$ cat config.mk
export PLATFORM = sky130hd
export DESIGN_NAME = cppc_ctrl
export DESIGN_NICKNAME = d
export VERILOG_FILES = /design/src/sv/cppc_pkg.sv /design/src/sv/cppc_ctrl.sv
export SDC_FILE = /design/constraint.sdc
export NUM_CORES = 1
export LEC_CHECK = 0
export ABC_CLOCK_PERIOD_IN_PS = 1850
export BUFFER_PORTS_ARGS = -buffer_cell sky130_fd_sc_hd__buf_2
export CORE_ASPECT_RATIO = 1.1
export CORE_UTILIZATION = 40
export CTS_CLUSTER_SIZE = 10
export DETAILED_ROUTE_END_ITERATION = 10
export PLACE_DENSITY_LB_ADDON = 0.08
export SYNTH_ARGS = -nofsm -noshare
export SYNTH_HDL_FRONTEND = slang
export SYNTH_SLANG_ARGS = --single-unit
$ cat constraint.sdc
create_clock -name aclk -period 1.85 [get_ports aclk]
set_clock_uncertainty 0.15 [all_clocks]
set_input_delay 0.0925 -clock aclk [delete_from_list [all_inputs] [get_ports aclk]]
set_output_delay 0.0925 -clock aclk [all_outputs]
set_load 0.05 [all_outputs]
$ cat src/sv/cppc_pkg.sv
// cppc_pkg: shared types and constants of the convex polygon plane clipper
// depends on nothing; used by cppc_ctrl, cppc_datapath and the top level
`timescale 1ns / 1ps
`default_nettype none
package cppc_pkg;

    localparam int COORD_W = 32;
    localparam int NORM_W  = 32;
    localparam int OFFS_W  = 48;
    // signed plane distance, Q16.16; magnitude stays below 2^48
    localparam int DIST_W  = 50;
    localparam int FRAC_W  = 30;
    localparam int T_W     = FRAC_W + 1;
    localparam int CFG_IDX_W = 3;

    localparam logic [CFG_IDX_W-1:0] CFG_NORMAL_X  = 3'd0;
    localparam logic [CFG_IDX_W-1:0] CFG_NORMAL_Y  = 3'd1;
    localparam logic [CFG_IDX_W-1:0] CFG_NORMAL_Z  = 3'd2;
    localparam logic [CFG_IDX_W-1:0] CFG_OFFSET    = 3'd3;
    localparam logic [CFG_IDX_W-1:0] CFG_KEEP_SIDE = 3'd4;

    localparam logic [1:0] STATUS_OK       = 2'd0;
    localparam logic [1:0] STATUS_DEGEN    = 2'd1;
    localparam logic [1:0] STATUS_OVERFLOW = 2'd2;

    typedef enum logic [3:0] {
        ST_IDLE,
        ST_PROD,
        ST_DIST,
        ST_ROUTE,
        ST_EDGE,
        ST_DIV_START,
        ST_DIV,
        ST_LERP_MUL,
        ST_LERP_ADD,
        ST_PUSH_X,
        ST_PUSH_V,
        ST_EDGE_END,
        ST_COMMIT,
        ST_FINAL,
        ST_FLUSH
    } state_t;

    typedef struct packed {
        logic capture;
        logic prod;
        logic dist_calc;
        logic commit;
        logic div_start;
        logic div_step;
        logic lerp_mul;
        logic lerp_add;
        logic push_cross;
        logic push_vert;
        logic finalize;
        logic flush;
        logic edge_sel;   // 0: prior to current, 1: current to first
    } cmd_t;

    typedef struct packed {
        logic fin;
        logic seen_first;
        logic degen;
        logic a_neg;
        logic b_neg;
        logic div_done;
        logic k_last;
        logic push_ok;
        logic pend_valid;
        logic out_free;
    } stat_t;

endpackage
`default_nettype wire

$ cat src/sv/cppc_ctrl.sv
// cppc_ctrl: sequencer of one vertex transaction through the clip datapath
// depends on cppc_pkg
`timescale 1ns / 1ps
`default_nettype none
module cppc_ctrl (
    input  wire logic            aclk,
    input  wire logic            aresetn,
    input  wire logic            in_valid,
    output logic                 in_ready,
    input  wire cppc_pkg::stat_t stat,
    output cppc_pkg::cmd_t       cmd
);

    cppc_pkg::state_t state_reg, state_next;
    logic edge_reg, edge_next;

    always_ff @(posedge aclk) begin
        if (!aresetn) begin
            state_reg <= cppc_pkg::ST_IDLE;
            edge_reg  <= 1'b0;
        end else begin
            state_reg <= state_next;
            edge_reg  <= edge_next;
        end
    end

    // next state
    always_comb begin
        state_next = state_reg;
        edge_next  = edge_reg;
        unique case (state_reg)
            cppc_pkg::ST_IDLE:      if (in_valid) state_next = cppc_pkg::ST_PROD;
            cppc_pkg::ST_PROD:      state_next = cppc_pkg::ST_DIST;
            cppc_pkg::ST_DIST:      state_next = cppc_pkg::ST_ROUTE;
            cppc_pkg::ST_ROUTE: begin
                edge_next = 1'b0;
                priority if (stat.fin && stat.degen) state_next = cppc_pkg::ST_FINAL;
                else if (stat.seen_first)            state_next = cppc_pkg::ST_COMMIT;
                else                                 state_next = cppc_pkg::ST_EDGE;
            end
            cppc_pkg::ST_EDGE: begin
                priority if (stat.a_neg ^ stat.b_neg) state_next = cppc_pkg::ST_DIV_START;
                else if (!stat.b_neg)                 state_next = cppc_pkg::ST_PUSH_V;
                else                                  state_next = cppc_pkg::ST_EDGE_END;
            end
            cppc_pkg::ST_DIV_START: state_next = cppc_pkg::ST_DIV;
            cppc_pkg::ST_DIV:       if (stat.div_done) state_next = cppc_pkg::ST_LERP_MUL;
            cppc_pkg::ST_LERP_MUL:  state_next = cppc_pkg::ST_LERP_ADD;
            cppc_pkg::ST_LERP_ADD:
                state_next = stat.k_last ? cppc_pkg::ST_PUSH_X : cppc_pkg::ST_LERP_MUL;
            cppc_pkg::ST_PUSH_X: begin
                if (stat.push_ok)
                    state_next = stat.b_neg ? cppc_pkg::ST_EDGE_END : cppc_pkg::ST_PUSH_V;
            end
            cppc_pkg::ST_PUSH_V:    if (stat.push_ok) state_next = cppc_pkg::ST_EDGE_END;
            cppc_pkg::ST_EDGE_END: begin
                priority if (edge_reg) state_next = cppc_pkg::ST_FINAL;
                else if (stat.fin) begin
                    edge_next  = 1'b1;
                    state_next = cppc_pkg::ST_EDGE;
                end else state_next = cppc_pkg::ST_COMMIT;
            end
            cppc_pkg::ST_COMMIT:    state_next = cppc_pkg::ST_FLUSH;
            cppc_pkg::ST_FINAL:     state_next = cppc_pkg::ST_FLUSH;
            cppc_pkg::ST_FLUSH: begin
                if (!stat.pend_valid || stat.out_free) state_next = cppc_pkg::ST_IDLE;
            end
            default:                state_next = cppc_pkg::ST_IDLE;
        endcase
    end

    // outputs
    always_comb begin
        cmd          = '0;
        cmd.edge_sel = edge_reg;
        in_ready     = 1'b0;
        unique case (state_reg)
            cppc_pkg::ST_IDLE: begin
                in_ready    = 1'b1;
                cmd.capture = in_valid;
            end
            cppc_pkg::ST_PROD:      cmd.prod = 1'b1;
            cppc_pkg::ST_DIST:      cmd.dist_calc = 1'b1;
            cppc_pkg::ST_DIV_START: cmd.div_start = 1'b1;
            cppc_pkg::ST_DIV:       cmd.div_step = !stat.div_done;
            cppc_pkg::ST_LERP_MUL:  cmd.lerp_mul = 1'b1;
            cppc_pkg::ST_LERP_ADD:  cmd.lerp_add = 1'b1;
            cppc_pkg::ST_PUSH_X:    cmd.push_cross = stat.push_ok;
            cppc_pkg::ST_PUSH_V:    cmd.push_vert = stat.push_ok;
            cppc_pkg::ST_COMMIT:    cmd.commit = 1'b1;
            cppc_pkg::ST_FINAL:     cmd.finalize = 1'b1;
            cppc_pkg::ST_FLUSH:     cmd.flush = 1'b1;
            default: ;
        endcase
    end

endmodule
`default_nettype wire

# Yosys cells after proc, flatten, opt, wreduce, memory -nomap -nowiden
# Index checks and enable logic that the tools add are counted.
# totals
reg_bits	5
input_bits	13
mem_bits_ro	0
memories	0
output_inout_bits	14
elab_cells	59
latch_bits	0
mem_bits_rw	0
# classes
reduce_logical	8
magnitude_cmp	0
n_shift	0
n_mul	0
div	0
n_mux	29
n_addsub	0
bitwise	1
n_eq_ne	19
# op_table
cell	count
$pmux 4 s14	1
$mux 4	11
$eq 4x4->1 const B	7
$eq 4x3->1 const B	4
$mux 1	16
$ne 2x2->1 const B	5
$eq 4x2->1 const B	2
$reduce_and 5->1	1
$eq 4x1->1 const B	1
$logic_not 4->1	1
$logic_not 1->1	2
$pmux 1 s2	1
$reduce_bool 2->1	1
$reduce_or 2->1	1
$logic_and 1x1->1	1
$logic_or 1x1->1	1
$xor 1x1->1	1

# Depth between registers and ports, before layout
# logic_depth
word_depth	4
mapped_depth	6
mapped_depth_nobuf	6

# Worst setup path after synthesis
# OpenSTA, ideal clock, no wires.
# synth_path
kind	register to output
startpoint	reg state_reg[3]
endpoint	out cmd[12] (netlist name)
slack_ps	-797
arrival_time_ps	2404
n_path_buf	2
path_stages_with_launch	6
required_ps	1607
cell_sequence	dfxtp_1 buf_6 or2_1 buf_6 nor3_1 and2_1
# synth_rtl
element	line_no	source
start, declared	cppc_ctrl.sv:14	cppc_pkg::state_t state_reg, state_next;
start signal, assigned	cppc_ctrl.sv:19	state_reg <= cppc_pkg::ST_IDLE;
start signal, assigned	cppc_ctrl.sv:22	state_reg <= state_next;
end, declared	cppc_ctrl.sv:11	output cppc_pkg::cmd_t cmd

==> summary.md <==
| Metric | Value |
|---|---|
| Status | `complete, no violations` |
| Placeable Area | `~0.0014 mm^2` |
| Synth Flop Type | `dfxtp_1` |
| DRC Markers | `0` |
| Vias in the first global route | `680` |
| Number of routed nets with antenna violations | `0` |
| Worst Path Max Fanout | `7` |
| Vias/cell | `roughly 5.7` |
| Pin count of the biggest net entering global routing | `15` |
| IO Count | `27` |
| Library cells used by synthesis | `37` |
| Design Power | `roughly 1.3 mW` |
| Clock sink total | `5` |
| Seq pwr share | `between 10% and 20%` |
| Worst hold path type | `in2reg` |
| CP required | `1.61 ns` |
| GRT Overall Usage | `between 20% and 30%` |
| Critical Path AT | `roughly 1.5 ns` |
| Synth Area per Inst | `6.85 um^2` |
| DRT iter0 DRCs | `22` |
| CP Launch Type | `register` |
| Horiz. Die Dim | `between 30 and 40 um` |
| Top-area cell type share of the netlist area | `~17%` |
| Clock latency on the worst-skew pair | `approximately 0.24 ns` |
| DP Wirelength | `roughly 1400 um` |
| Setup crit end kind | `output pin` |
| Die area | `~0.0016 mm^2` |
| CTS tree | `done` |
| Minimum clock period | `1.75 ns` |
| Mapped Area | `between 500 and 600 um^2` |
| RD Place Congestion | `a little under 0.8` |
| # nets final | `approximately 130` |
| Std-Cell Rows | `14` |
| Synth top cells by count | `nor2_1, nand2_1` |
| Share of cells above drive strength 1 | `between 30 and 40%` |
| Maximum vdd drop | `slightly above 0.7 mV` |
| Fin. Hold Viols | `0` |
| Psw | `~0.7 mW` |
| Final core utilization | `61.1%` |
| Worst Max-Slew Pin Slew | `roughly 0.35 ns` |
| Post-synth EDFFs | `0` |
| Leak Pwr | `~0.38 nW` |
| GRT overflow | `0` |
| ANT cells | `0` |
| Sw frac | `55.5%` |
| Synthesis-stage register bit count | `5` |
| Synth warnings | `0` |
| Clk Tree Root Cell | `clkbuf_4` |
| H-tree levels | `1` |
| First-pass GRT wire length | `between 2000 and 3000 um` |
| Port Buffers | `26` |
| Ranking of synthesized cells by area | `dfxtp_1, nor2_1, a32o_1, nand2_1, nor3_1` |
| MaxCap Viol Count | `0` |
| Pre-antenna DRT Iters | `4` |
| Final hold slack | `a little over 0.008 ns` |
| Clock share of power | `9.9%` |
| DR vias | `approximately 750` |
| Clock transition at the registers of the reported paths | `0.04 ns` |
| Final Max Slew Viols | `0` |
| Logic gate share of total power | `roughly 73%` |
| Unrepaired setup endpoints after global routing | `false` |
| Gate Count Post-Synth | `86` |
| Post-Syn Nets | `100` |
| FMAX | `roughly 570 MHz` |
| CTS Buf Count | `3` |
| Final Instance Count excl. Fillers | `roughly 130` |
| Final period util | `between 90% and 100%` |
| Maximum clock path buffer count | `2` |
| Register area share after synthesis | `17.0%` |
| Area growth from synthesis to layout | `41.6%` |
| Setup Viol. Count Final | `0` |
| Inst Count DP | `between 100 and 150` |
| Post-synth ARST share | `0%` |
| Wirelength per Cell | `12.9 um` |
| Slew headroom | `76.1%` |
| P_int | `about 0.57 mW` |
| Initial antenna violation count | `0` |
| Initial Utilization | `between 40% and 50%` |
| Crit Path Category | `reg2out` |
| Die height | `about 42 um` |
| P per Cell Area | `1540 mW/mm^2` |
| Final wirelength | `roughly 1700 um` |
| Largest area contributor in the netlist | `dfxtp_1` |
| Cell with the most instances after synthesis | `nor2_1` |
| Max FFs per register | `4` |
## per-layer routing
metal / share of wire [%] / track usage (%) / routed length [um] / vias to the layer above
li1: - / - / - / 377
met1: 44 / 33.2 / 752 / 327
met2: 47 / 33.7 / 802 / 42
met3: 7.1 / 4.26 / 122 / 6
met4: 1.9 / 14.5 / 32 / 0
met5: 0 / 0 / 0 / -
## kinds of logic (layout without fill, tap and decap cells)
family | after synthesis | count (layout) | share of synthesized area [%]
fa+ha+maj | 1 | 1 | 2.12
compound gates | 27 | 27 | 33.8
flops | 5 | 5 | 17.0
mux | 1 | 1 | 1.70
simple gates | 38 | 38 | 33.1
buf+inv | 14 | 45 | 12.3
## layout by cell type (no fill, tap or decap), types with 2 or more instances in the layout
| cell type | count |
|---|---|
| buf_2 | 25 |
| nor2_1 | 11 |
| buf_4 | 9 |
| nand2_1 | 7 |
| inv_1 | 5 |
| o21ai_0 | 5 |
| clkbuf_4 | 4 |
| dfxtp_1 | 4 |
| nand2b_1 | 3 |
| nor3_2 | 3 |
| nor2b_1 | 3 |
| a32o_1 | 3 |
| a21oi_1 | 2 |
| nor4bb_1 | 2 |
| o31ai_1 | 2 |
| o21bai_1 | 2 |
| a31oi_1 | 2 |
| nand3_1 | 2 |
## power by group through the flow
stage	Combinational [mW]	Sequential, mW	Clock, mW
after global routing	1.01	0.223	0.141
final	0.941	0.215	0.127
after global placement	0.921	0.211	0
after CTS	0.933	0.215	0.133
after detailed placement	0.924	0.214	0
after floorplan	0.763	0.161	0
## worst max-delay path, stage by stage (launching register included)
cell      delay, ns
dfxtp_1        0.36
or2_1          0.26
buf_4          0.17
nor3_4         0.12
and2_1         0.14
clkbuf_4       0.22
## layout make-up
cell class                      count  area [um^2]
Timing Repair Buffer               36          210
Inverter                            5         18.8
Multi-Input combinational cell     67          458
Tap cell                           16         20.0
Clock buffer                        4         26.3
Sequential cell                     5          101
Fill cell                         145          532
## final timing paths
path / endpoint / startpoint / depth (start not counted) / slack [ns]
worst min register to register: edge_reg / edge_reg / 2 / 0.39
worst max register to register: state_reg[2] / state_reg[3] / 4 / 0.19
worst max-delay path: cmd[12] / state_reg[3] / 5 / 0.10
worst min-delay path: edge_reg / stat[9] / 3 / 0.008
## stage by stage
stage | setup WS (ns) | cell area, um^2 | setup TNS (ns)
6_report | 0.101 | 835 | 0
5_1_grt | 0.0122 | 835 | 0
4_1_cts | 0.0585 | 832 | 0
3_5_place_dp | 0.202 | 795 | 0
3_3_place_gp | 0.219 | 795 | 0
2_1_floorplan | -0.153 | 631 | -0.344
## what timing repair did
| action | CTS | global route |
|---|---|---|
| hold buffers | 1 | 0 |
| gates resized for setup | 1 | 1 |
| pin swaps | 0 | 0 |
| endpoints found under the hold margin | 1 | 0 |
| endpoints found under the setup margin | 1 | 1 |
| setup buffers | 0 | 0 |
(Power assumes the default switching activity.)
